--- config.mk ---
export PLATFORM = sky130hd
export DESIGN_NAME = sem_out_fifo_flat
export DESIGN_NICKNAME = d
export VERILOG_FILES = /design/src/design/sem_pkg.sv /design/src/design/sem_edge_if.sv /design/src/design/sem_out_fifo.sv /design/src/flat_wrapper.sv
export SDC_FILE = /design/constraint.sdc
export NUM_CORES = 1
export LEC_CHECK = 0
export BUFFER_PORTS_ARGS = -buffer_cell sky130_fd_sc_hd__buf_4
export CORE_AREA = 2 2 62 64
export CTS_CLUSTER_SIZE = 14
export DETAILED_ROUTE_END_ITERATION = 8
export DIE_AREA = 0 0 64 66
export PLACE_DENSITY_LB_ADDON = 0.1
export SETUP_SLACK_MARGIN = 0.4
export SKIP_CTS_REPAIR_TIMING = 1
export SYNTH_ARGS = -nofsm -noshare
export SYNTH_HDL_FRONTEND = slang
export SYNTH_SLANG_ARGS = --single-unit
--- constraint.sdc ---
create_clock -name clk -period 2 [get_ports clk]
set_clock_uncertainty 0.15 [all_clocks]
set_input_delay 0.2 -clock clk [delete_from_list [all_inputs] [get_ports clk]]
set_output_delay 0.2 -clock clk [all_outputs]
set_load 0.01 [all_outputs]
--- src/design/sem_pkg.sv ---
// Shared constants, codes and word types of the Sobel edge magnitude block.
`timescale 1ns / 1ps

package sem_pkg;

    localparam int MAX_WIDTH  = 1024;
    localparam int LS_AW      = $clog2(MAX_WIDTH);
    localparam int PIX_W      = 8;
    localparam int LS_DW      = 2 * PIX_W;
    localparam int WID_W      = 11;
    localparam int HGT_W      = 16;
    localparam int ROW_W      = HGT_W + 1;
    localparam int EMIT_W     = 26;
    localparam int AREA_W     = WID_W + HGT_W;
    localparam int CFG_IDX_W  = 1;
    localparam int CFG_DATA_W = HGT_W;

    localparam logic [CFG_IDX_W-1:0] CFG_FRAME_WIDTH  = 1'd0;
    localparam logic [CFG_IDX_W-1:0] CFG_FRAME_HEIGHT = 1'd1;

    localparam logic [WID_W-1:0]  RESET_WIDTH  = 11'd640;
    localparam logic [HGT_W-1:0]  RESET_HEIGHT = 16'd480;
    localparam logic [AREA_W-1:0] RESET_AREA   = AREA_W'(640 * 480);

    localparam logic [PIX_W-1:0] PIX_MAX = 8'd255;

    localparam int FIFO_DEPTH = 4;
    localparam int FIFO_AW    = $clog2(FIFO_DEPTH);
    localparam int FIFO_CW    = FIFO_AW + 1;

    typedef struct packed {
        logic [PIX_W-1:0] edge_strength;
        logic             frame_last;
    } edge_word_t;

    typedef struct packed {
        logic [LS_AW-1:0] rd_addr;
        logic             wr_en;
        logic [LS_AW-1:0] wr_addr;
        logic [LS_DW-1:0] wr_data;
    } ls_req_t;

endpackage

--- src/design/sem_edge_if.sv ---
// Result channel: valid/ready handshake carrying one edge strength word.
`timescale 1ns / 1ps

interface sem_edge_if
    import sem_pkg::*;
();
    logic             valid;
    logic             ready;
    logic [PIX_W-1:0] edge_strength;
    logic             frame_last;

    modport source (output valid, output edge_strength, output frame_last, input ready);
    modport sink   (input valid, input edge_strength, input frame_last, output ready);
endinterface

--- src/design/sem_out_fifo.sv ---
// Small result queue that decouples the filter pipeline from the result channel.
`timescale 1ns / 1ps

module sem_out_fifo
    import sem_pkg::*;
(
    input  logic               clk,
    input  logic               rst_n,
    input  logic               push,
    input  edge_word_t         push_word,
    output logic [FIFO_CW-1:0] count,
    sem_edge_if.source         results
);

    edge_word_t           entries_reg [FIFO_DEPTH];
    logic [FIFO_AW-1:0]   head_reg;
    logic [FIFO_AW-1:0]   head_next;
    logic [FIFO_AW-1:0]   tail_reg;
    logic [FIFO_AW-1:0]   tail_next;
    logic [FIFO_CW-1:0]   count_reg;
    logic [FIFO_CW-1:0]   count_next;
    logic                 pop;
    edge_word_t           head_word;

    assign head_word             = entries_reg[head_reg];
    assign results.valid         = count_reg != '0;
    assign results.edge_strength = head_word.edge_strength;
    assign results.frame_last    = head_word.frame_last;
    assign pop                   = results.valid && results.ready;
    assign count                 = count_reg;

    always_comb
    begin
        head_next  = head_reg;
        tail_next  = tail_reg;
        count_next = count_reg;
        if (pop)
        begin
            head_next = (head_reg == FIFO_AW'(FIFO_DEPTH - 1)) ? '0 : head_reg + 1'b1;
        end
        if (push)
        begin
            tail_next = (tail_reg == FIFO_AW'(FIFO_DEPTH - 1)) ? '0 : tail_reg + 1'b1;
        end
        if (push && !pop)
        begin
            count_next = count_reg + 1'b1;
        end
        else if (pop && !push)
        begin
            count_next = count_reg - 1'b1;
        end
    end

    always_ff @(posedge clk or negedge rst_n)
    begin
        if (!rst_n)
        begin
            head_reg  <= '0;
            tail_reg  <= '0;
            count_reg <= '0;
        end
        else
        begin
            head_reg  <= head_next;
            tail_reg  <= tail_next;
            count_reg <= count_next;
        end
    end

    always_ff @(posedge clk)
    begin
        if (push)
        begin
            entries_reg[tail_reg] <= push_word;
        end
    end

endmodule

--- src/flat_wrapper.sv ---
// flat-port wrapper written by rule: the top's interface ports become plain ports
module sem_out_fifo_flat import sem_pkg::*;
  (clk, rst_n, push, push_word, count, results_valid, results_edge_strength, results_frame_last, results_ready);
  sem_edge_if results_i ();
  input  logic clk;
  input  logic rst_n;
  input  logic push;
  input  edge_word_t push_word;
  output logic [FIFO_CW-1:0] count;
  output wire logic [$bits(results_i.valid)-1:0] results_valid;
  output wire logic [$bits(results_i.edge_strength)-1:0] results_edge_strength;
  output wire logic [$bits(results_i.frame_last)-1:0] results_frame_last;
  input wire logic [$bits(results_i.ready)-1:0] results_ready;
  assign results_valid = results_i.valid;
  assign results_edge_strength = results_i.edge_strength;
  assign results_frame_last = results_i.frame_last;
  assign results_i.ready = results_ready;
  sem_out_fifo u_core (.clk(clk), .rst_n(rst_n), .push(push), .push_word(push_word), .count(count), .results(results_i));
endmodule
# Word level (Yosys, flattened, before mapping)
# Memories as Yosys holds them, arrays and structs flattened.
# Cells that the tools add are included.
[word_totals]
regBits = 7
ramBits = 36
in_bits = 13
out_inout_bits = 13
elab_cells = 23
n_memories = 1
[op_classes]
addsub = 4
n_eq_ne = 2
mux = 6
n_reduce_logical = 7
[memory_table]
columns = ["name", "depth", "width", "rd", "rd_ports_with_merged_regs", "wr", "line_no", "text"]
rows = [
  ["u_core.entries_reg", 4, 9, 1, 0, 1, "sem_out_fifo.sv:15", "edge_word_t entries_reg [FIFO_DEPTH];"],
]
[op_table]
columns = ["cell", "n"]
rows = [
  ["3-bit two-way mux", 2],
  ["2-bit by 1-bit adder with 2-bit output (second input constant)", 2],
  ["2-bit == test (second input constant)", 2],
  ["2-bit two-way mux", 2],
  ["3-bit by 1-bit adder with 3-bit output (second input constant)", 1],
  ["1-bit logical AND", 3],
  ["3-bit nonzero test", 1],
  ["3-bit by 1-bit subtractor with 3-bit output (second input constant)", 1],
  ["1-bit logical NOT", 2],
  ["1-bit two-way mux", 2],
  ["2-bit nonzero test", 1],
]

# Logic depth before layout (Yosys ltp)
# Gate-level depths: netlist (run 1).
[depth]
ltp_word = 5
ltp_mapped = 8
depth_no_buf = 8

# Worst setup path before layout (run 1)
# No wires, ideal clock.
[synth_path]
kind = "register -> register"
start = "reg u_core.count_reg[0] (netlist: u_core.count[0])"
end = "reg u_core.count_reg[2] (netlist: u_core.count[2])"
setup_ps = 79
arrival_time_ps = 1942
required_time_ps = 1771
path_slack_ps = -171
stages_incl_launch_ff = 9
path_buffers = 0
period_less_slack_ps = 2171
cell_sequence = "dfrtp_1 or3_4 nand2_4 ha_1 inv_1 fa_1 xor2_1 nor2_1 xor2_1"
[synth_via]
elab_chain_cells = 5
word_cells_on_any_way = 10
cone_classes = "add/sub: 2; mux: 2; reduce/logical: 6"
[synth_rtl]
columns = ["item", "line_no", "text"]
rows = [
  ["start, declared", "sem_out_fifo.sv:20", "logic [FIFO_CW-1:0] count_reg;"],
  ["start signal, assigned", "sem_out_fifo.sv:67", "count_reg <= count_next;"],
  ["3-bit nonzero test *", "sem_out_fifo.sv:26", "assign results.valid = count_reg != '0;"],
  ["net results_valid", "flat_wrapper.sv:10", "output wire logic [$bits(results_i.valid)-1:0] results_valid;"],
  ["1-bit logical AND *", "sem_out_fifo.sv:29", "assign pop = results.valid && results.ready;"],
  ["1-bit logical NOT", "sem_out_fifo.sv:45", "if (push && !pop)"],
  ["1-bit logical AND", "sem_out_fifo.sv:45", ""],
  ["3-bit two-way mux or 2-bit nonzero test (tied branches)", "--", ""],
]
# The timed path passes the listed nets; every way through them passes the cells marked *. The select of a mux whose other input is x is not followed.
# A chain may end at the register's enable or synchronous reset.

# Worst setup path after layout (run 1)
[layout_path]
start = "reg u_core.count_reg[2] (netlist: u_core.count[2])"
end = "reg u_core.count_reg[2] (netlist: u_core.count[2])"
[layout_via]
elab_chain_cells = 5
word_cells_on_any_way = 10
cone_classes = "add/sub: 2; mux: 2; reduce/logical: 6"
[layout_rtl]
columns = ["item"]
rows = [
  ["branches (longest 5 deep; another with 3-bit by 1-bit subtractor with 3-bit output)"],
]
# Parallel ways; which one is timed is not known. The select of a mux whose other input is x is not followed.

==> results of run 1 <==
[where the power goes]
part,switching (mW),leakage [nW],internal (mW)
logic,0.514,0.453,0.828
clock network,0.265,0.0282,0.136
registers,0.122,0.410,1.18
[Yosys cell counts]
master and n:
sky130_fd_sc_hd__inv_1 3, sky130_fd_sc_hd__and2_1 4, sky130_fd_sc_hd__xor2_1 2, sky130_fd_sc_hd__ha_1 6
sky130_fd_sc_hd__mux4_1 4, sky130_fd_sc_hd__fa_1 1, sky130_fd_sc_hd__dfrtp_1 7, sky130_fd_sc_hd__o21ai_0 2
sky130_fd_sc_hd__edfxtp_1 36, sky130_fd_sc_hd__buf_2 1, sky130_fd_sc_hd__or3_4 1, sky130_fd_sc_hd__nand2_1 2
sky130_fd_sc_hd__buf_6 1, sky130_fd_sc_hd__nor2_1 3, sky130_fd_sc_hd__mux2_2 1, sky130_fd_sc_hd__xnor2_1 1
sky130_fd_sc_hd__nand2_4 1, sky130_fd_sc_hd__mux2_4 2, sky130_fd_sc_hd__mux4_2 5
[per-layer routing]
layer  GRT usage (%)  up-vias  wire length, µm
met4           10.60        0               69
met3           4.089        8               82
met1           17.87      467             1207
met5               0        -                0
met2           26.17       17             1570
li1                -      436                -
[worst register-to-register path: stages (launching register included)]
cell	delay, ns
sky130_fd_sc_hd__dfrtp_1	0.40
sky130_fd_sc_hd__or3_4	0.40
sky130_fd_sc_hd__nand2_4	0.08
sky130_fd_sc_hd__ha_4	0.13
sky130_fd_sc_hd__inv_2	0.03
sky130_fd_sc_hd__fa_2	0.32
sky130_fd_sc_hd__xor2_1	0.15
sky130_fd_sc_hd__nor2_1	0.12
sky130_fd_sc_hd__xor2_1	0.17
[kinds of logic (layout without fill, tap and decap cells)]
logic type | Yosys count | in the layout | synth area share, %
compound gates | 2 | 2 | 0.5751
flops | 43 | 43 | 72.18
simple gates | 11 | 11 | 3.810
fa+ha+maj | 7 | 7 | 5.464
xor+xnor | 3 | 3 | 1.510
mux | 12 | 12 | 14.88
buf+inv | 5 | 63 | 1.581
[layout make-up]
cell class | count | area (µm²) | share of cell area, %
multi-input cells | 35 | 461.7 | 19.91
clock inverters | 2 | 12.51 | 0.5397
repair buffers | 52 | 470.5 | 20.29
inverters | 3 | 11.26 | 0.4857
well taps | 48 | 60.06 | 2.590
flip-flops and latches | 43 | 1261 | 54.40
clock buffers | 6 | 41.29 | 1.781
[path summary, 6_finish.rpt]
check / from / endpoint / slack, ns / cells after the start
max: u_core.count[2] / u_core.count[2] / -0.04 / 8
min: rst_n / u_core.tail_reg[1] / 0.04 / 2
max reg2reg: u_core.count[2] / u_core.count[2] / -0.04 / 8
min reg2reg: u_core.count[0] / u_core.count[0] / 0.44 / 2
max in group asynchronous: rst_n / u_core.head_reg[1] / 1.52 / 2
min in group clk: push / u_core.count[0] / 0.04 / 3
[per-stage QoR]
stage / util, % / hold slack (ns) / cells / instance area (µm²)
floorplan: - / -0.2456 / 83 / 1762
global placement: 58.25 / -0.1297 / 164 / 2068
detailed placement: 58.25 / -0.1289 / 164 / 2068
CTS: 59.76 / -0.5252 / 172 / 2122
global route: 65.29 / 0.03578 / 189 / 2318
finish: 65.29 / 0.03723 / 189 / 2318
==> impl_results.md, run 1 <==
- TritonCTS Sinks: 43
- Share of Yosys cell area claimed by the top area cell type: 62.11%
- Share of synthesized area occupied by flip-flops and latches: 72.18%
- Number of buffers inserted by port buffering: 25
- Total Die Area: 4224 µm²
- Flip-flop and latch count after synthesis: 43
- Setup violators final: 1
- Power per unit of standard cell area: 1314 nW/µm²
- Highest ir drop seen on vdd: 646.4 µV
- Ant. Diodes: 0
- Actual slew at the worst max-slew pin: 0.5057 ns
- Static Leak: 0.8908 nW
- Height of the die: 66 µm
- Failing checks: setup timing
- Nature of the critical path endpoint: flip-flop
- Shortest period the worst path allows: 2.039 ns
- Number of routed nets with antenna violations: 0
- Via-to-Cell Ratio: 4.910
- Yosys warns: 0
- Post-synthesis cell area: 1740 µm²
- Largest register FFs: 36
- Detail-routed net length per standard cell: 15.50 µm
- Area overhead of the layout relative to synthesis: 33.21%
- Final TNS setup: -0.03919 ns
- Setup slack of the critical path after layout: -0.03919 ns
- Pwr Total: 3.047 mW
- Routed via count: 928
- Type of origin of the critical path: flip-flop
- Worst max-slew margin expressed relative to the limit: 66.29%
- Data arrival time at the worst-slack endpoint: 2.17 ns
- Most common library cell in the layout ignoring fill and taps: sky130_fd_sc_hd__edfxtp_1
- Starting density of the core: 49.01%
- First-pass GRT wire length: 4.602 mm
- Worst path top cell family by delay: simple AND/OR/NAND/NOR gates
- Clock buffers created by TritonCTS: 5
- Horizontal extent of the die: 64 µm
- Share of layout cells above drive strength 1: 49.65%
- Cell-by-cell listing of the critical path: or3_4 -> nand2_4 -> ha_4 -> inv_2 -> fa_2 -> xor2_1 -> nor2_1 -> xor2_1
- Clock tree root buffer cell: sky130_fd_sc_hd__clkbuf_4
- Number of maximum-capacitance violations: 0
- Setup repair after global routing missed its margin: yes
- Core Box Area: 3551 µm²
- Post-route DRC violation count: 0
- Worst slack, placed: -0.04020 ns
- Number of levels the H-tree was split into: 2
- Total routing resource utilization after global routing: 15.73%
- Highest fanout seen on the critical path: 2
- Dominant cell type by area after synthesis: sky130_fd_sc_hd__edfxtp_1
- Leading post-synthesis cells by cell area: sky130_fd_sc_hd__edfxtp_1, sky130_fd_sc_hd__dfrtp_1, sky130_fd_sc_hd__mux4_2, sky130_fd_sc_hd__mux4_1, sky130_fd_sc_hd__ha_1
- Commonest cells after routing, fill and taps aside: sky130_fd_sc_hd__edfxtp_1, sky130_fd_sc_hd__buf_4, sky130_fd_sc_hd__buf_6
- Register clock-pin slew on the reported worst setup and hold paths: 0.12 ns
- Data required, critical path: 2.13 ns
- Number of DRC markers in iteration 0: 36
- Maximum number of pins on one net before global-route repair: 14
- Weighted congestion reported at the end of routability-driven placement: 0.6820
- Number of inserted filler cells in the final layout: 249
- Number of distinct library cells after synthesis: 19
- I/O pin count: 26
- Max clock buf depth: 2
- Pins over their slew limit: 0
- Number of global-route vias before repair: 927
- Worst Path Class, Setup: reg -> reg
- Detailed-routing iteration count for the pre-antenna-repair pass: 2
- Count of buffering cells on the critical path with inverters included: 1
- Delay of the slowest critical-path stage: 0.40 ns
- Synthesized area per cell: 20.97 µm²
- Number of rows created at floorplan: 22
- Classification of the worst-slack hold path: in -> async
- Source-to-sink clock delay at the later pin of the worst-skew pair: 0.35 ns
- Cell occurring most often along the worst timing path: sky130_fd_sc_hd__xor2_1
- Layout net count: 160
- Run status: complete, but fails checks
- Initial antenna violation count: 0
- Library cell contributing the largest single delay on the critical path: sky130_fd_sc_hd__dfrtp_1
- Period Utilization, post-route: 102.0%
- Total global routing overflow: 0
- Post-Synthesis Net Count: 103
- TritonCTS clock tree: yes
- Total half-perimeter wirelength after legalization and detailed placement: 1.963 mm
- F_max: 0.4904 GHz
- Post-Syn Instances: 83
- Number of hold-slack violations in the final timing report: 0
- Total wire length: 2.930 mm
Note: power is estimated with default switching activity, not from simulation.
==> inputs of run 2 (changes only) <==
CORE_AREA = 2 2 61 63   (was 2 2 62 64)
CTS_BUF_LIST = sky130_fd_sc_hd__clkbuf_8   (was not set)
DIE_AREA = 0 0 63 65   (was 0 0 64 66)
==> impl_results.md, run 2 (synthesis results as in run 1) <==
- Number of maximum-capacitance violations: 0 (unchanged)
- Total routing resource utilization after global routing: 14.97% (-0.76 points)
- Met1 Resource Use GR: 18.53% (+0.66 points)
- Via-to-Cell Ratio: 4.872 (-0.77%)
- Shortest period the worst path allows: 2.013 ns (-0.02596 ns)
- First-pass GRT wire length: 4.381 mm (-4.8%)
- Classification of the worst-slack hold path: in -> reg
- Met2 usage in global routing: 25.13% (-1.0 points)
- Horizontal extent of the die: 63 µm (-1.6%)
- Highest ir drop seen on vdd: 806.5 µV (+25%)
- Count of placed standard cells including taps: 161 (-1.8%)
- Finished Layout Cells: 180 (-4.8%)
- Power per unit of standard cell area: 1363 nW/µm² (+3.7%)
- Height of the die: 65 µm (-1.5%)
- Source-to-sink clock delay at the later pin of the worst-skew pair: 0.29 ns (-0.06 ns)
- Period Utilization, post-route: 100.7% (-1.3 points)
- Number of global-route vias before repair: 911 (-1.7%)
- Initial antenna violation count: 0 (unchanged)
- Worst Path Class, Setup: reg -> reg
- Util after Layout: 65.35% (about the same)
- Failing checks: setup timing
- Clock buffers created by TritonCTS: 5 (unchanged)
- Nature of the critical path endpoint: flip-flop
- Worst reg2reg endpoint: u_core.count[2]
- Post-route DRC violation count: 0 (unchanged)
- Routed via count: 877 (-5.5%)
- Largest register FFs: 36 (unchanged)
- Ant. Diodes: 0 (unchanged)
- Number of DRC markers in iteration 0: 48 (+33%)
- Register clock-pin slew on the reported worst setup and hold paths: 0.08 ns (-0.04 ns)
- Number of routed nets with antenna violations: 0 (unchanged)
- WHS Endpoint: u_core.tail_reg[0]
- Total global routing overflow: 0 (unchanged)
- Core Box Area: 3496 µm² (-1.6%)
- Type of origin of the critical path: flip-flop
- Detail-routed net length per standard cell: 15.50 µm (about the same)
- Number of buffers inserted by port buffering: 25 (unchanged)
- Detailed-routing iteration count for the pre-antenna-repair pass: 4 (+2)
- TritonCTS clock tree: yes
- Setup slack of the critical path after layout: -0.01322 ns (+0.02596 ns)
- Run status: complete, but fails checks
- Clock tree root buffer cell: sky130_fd_sc_hd__clkbuf_8
- Highest fanout seen on the critical path: 2 (unchanged)
- Static Leak: 0.8602 nW (-3.4%)
- Total wire length: 2.790 mm (-4.8%)
- F_max: 0.4967 GHz (+1.3%)
- Setup violators final: 1 (unchanged)
- Number of rows created at floorplan: 22 (unchanged)
- Setup repair after global routing missed its margin: yes
- Most common library cell in the layout ignoring fill and taps: sky130_fd_sc_hd__edfxtp_1
- Share of layout cells above drive strength 1: 47.73% (-1.9 points)
- Pins over their slew limit: 0 (unchanged)
- Number of hold-slack violations in the final timing report: 0 (unchanged)
- TritonCTS Sinks: 43 (unchanged)
- Number of inserted filler cells in the final layout: 263 (+5.6%)
- Launch instance of the worst register-to-register path: u_core.count[2]
- Commonest cells after routing, fill and taps aside: sky130_fd_sc_hd__edfxtp_1, sky130_fd_sc_hd__buf_4, sky130_fd_sc_hd__dlygate4sd3_1, sky130_fd_sc_hd__buf_6, sky130_fd_sc_hd__mux4_2
- Starting density of the core: 49.79% (+0.77 points)
- Global routing's busiest layer: met2
- Worst hold margin: 0.01716 ns (-0.02007 ns)
- Register-to-register setup slack: -0.01 ns (+0.03 ns)
- Layout net count: 151 (-5.6%)
- Area overhead of the layout relative to synthesis: 31.27%
- I/O pin count: 26 (unchanged)
- Data arrival time at the worst-slack endpoint: 2.08 ns (-0.09 ns)
- Max clock buf depth: 2 (unchanged)
- HP Start: push
- Total Die Area: 4095 µm² (-3.1%)
- Met3 demand-to-capacity share in global routing: 5.208% (+1.1 points)
- Maximum number of pins on one net before global-route repair: 16 (+2)
- Final cell area excluding filler cells: 2285 µm² (-1.5%)
- Cell Area, Placed: 2058 µm² (-0.48%)
- Number of levels the H-tree was split into: 2 (unchanged)
- Worst max-slew margin expressed relative to the limit: 66.62% (+0.33 points)
- Weighted congestion reported at the end of routability-driven placement: 0.7097 (+4.1%)
- Actual slew at the worst max-slew pin: 0.5006 ns (-0.005008 ns)
- Hold depth: 2
- Worst r2r path cells: 8 (unchanged)
- Data required, critical path: 2.07 ns (-0.06 ns)
run 2: cell count changes in the layout (fill, tap and decap cells not counted), moves of 4 or more:
cell	change
sky130_fd_sc_hd__buf_4	-5
sky130_fd_sc_hd__buf_6	-4
sky130_fd_sc_hd__clkbuf_4	-5
sky130_fd_sc_hd__clkbuf_8	+5
run 2: layout make-up:
type                    count  area, µm²  share of cell area (%)
repair buffers             43      397.9                   17.42
well taps                  48      60.06                   2.629
clock buffers               5      68.82                   3.012
inverters                   3      11.26                  0.4929
clock inverters             3      23.77                   1.041
multi-input cells          35      462.9                   20.26
flip-flops and latches     43       1260                   55.15
run 2: routing by layer:
layer | vias to the layer above | wire length, µm
met1 | 443 | 1187
met2 | 17 | 1511
met5 | - | 0
met3 | 2 | 80
met4 | 0 | 12
li1 | 415 | -
run 2: critical path: stages (launching register included):
cell	delay [ns]
sky130_fd_sc_hd__dfrtp_1	0.39
sky130_fd_sc_hd__or3_4	0.40
sky130_fd_sc_hd__nand2_4	0.08
sky130_fd_sc_hd__ha_4	0.13
sky130_fd_sc_hd__inv_2	0.04
sky130_fd_sc_hd__fa_2	0.33
sky130_fd_sc_hd__xor2_1	0.14
sky130_fd_sc_hd__nor2_1	0.12
sky130_fd_sc_hd__xor2_1	0.16
run 2: report_power, final:
group,internal [mW],switching [mW]
logic,0.764,0.485
registers,1.18,0.126
clock network,0.250,0.308
total,2.20,0.919
run 2: how the worst max path moves through the flow:
stage	slack [ns]	cells past startpoint	start	to
2_1_floorplan	-0.05	8	u_core.count[2]	u_core.count[2]
3_3_place_gp	0.05	8	u_core.count[1]	u_core.count[2]
3_5_place_dp	-0.02	8	u_core.count[1]	u_core.count[2]
4_1_cts	-0.04	8	u_core.count[1]	u_core.count[2]
5_1_grt	-0.11	8	u_core.count[2]	u_core.count[2]
6_report	-0.01	8	u_core.count[2]	u_core.count[2]
run 2: metrics by stage:
stage          total power, mW   TNS, ns  setup WS [ns]
2_1_floorplan            1.957  -0.07850       -0.04508
4_1_cts                  3.004  -0.08393       -0.04394
3_5_place_dp             2.454  -0.02073       -0.02073
6_report                 3.114  -0.01322       -0.01322
5_1_grt                  3.306   -0.1189        -0.1107
3_3_place_gp             2.414         0        0.04921
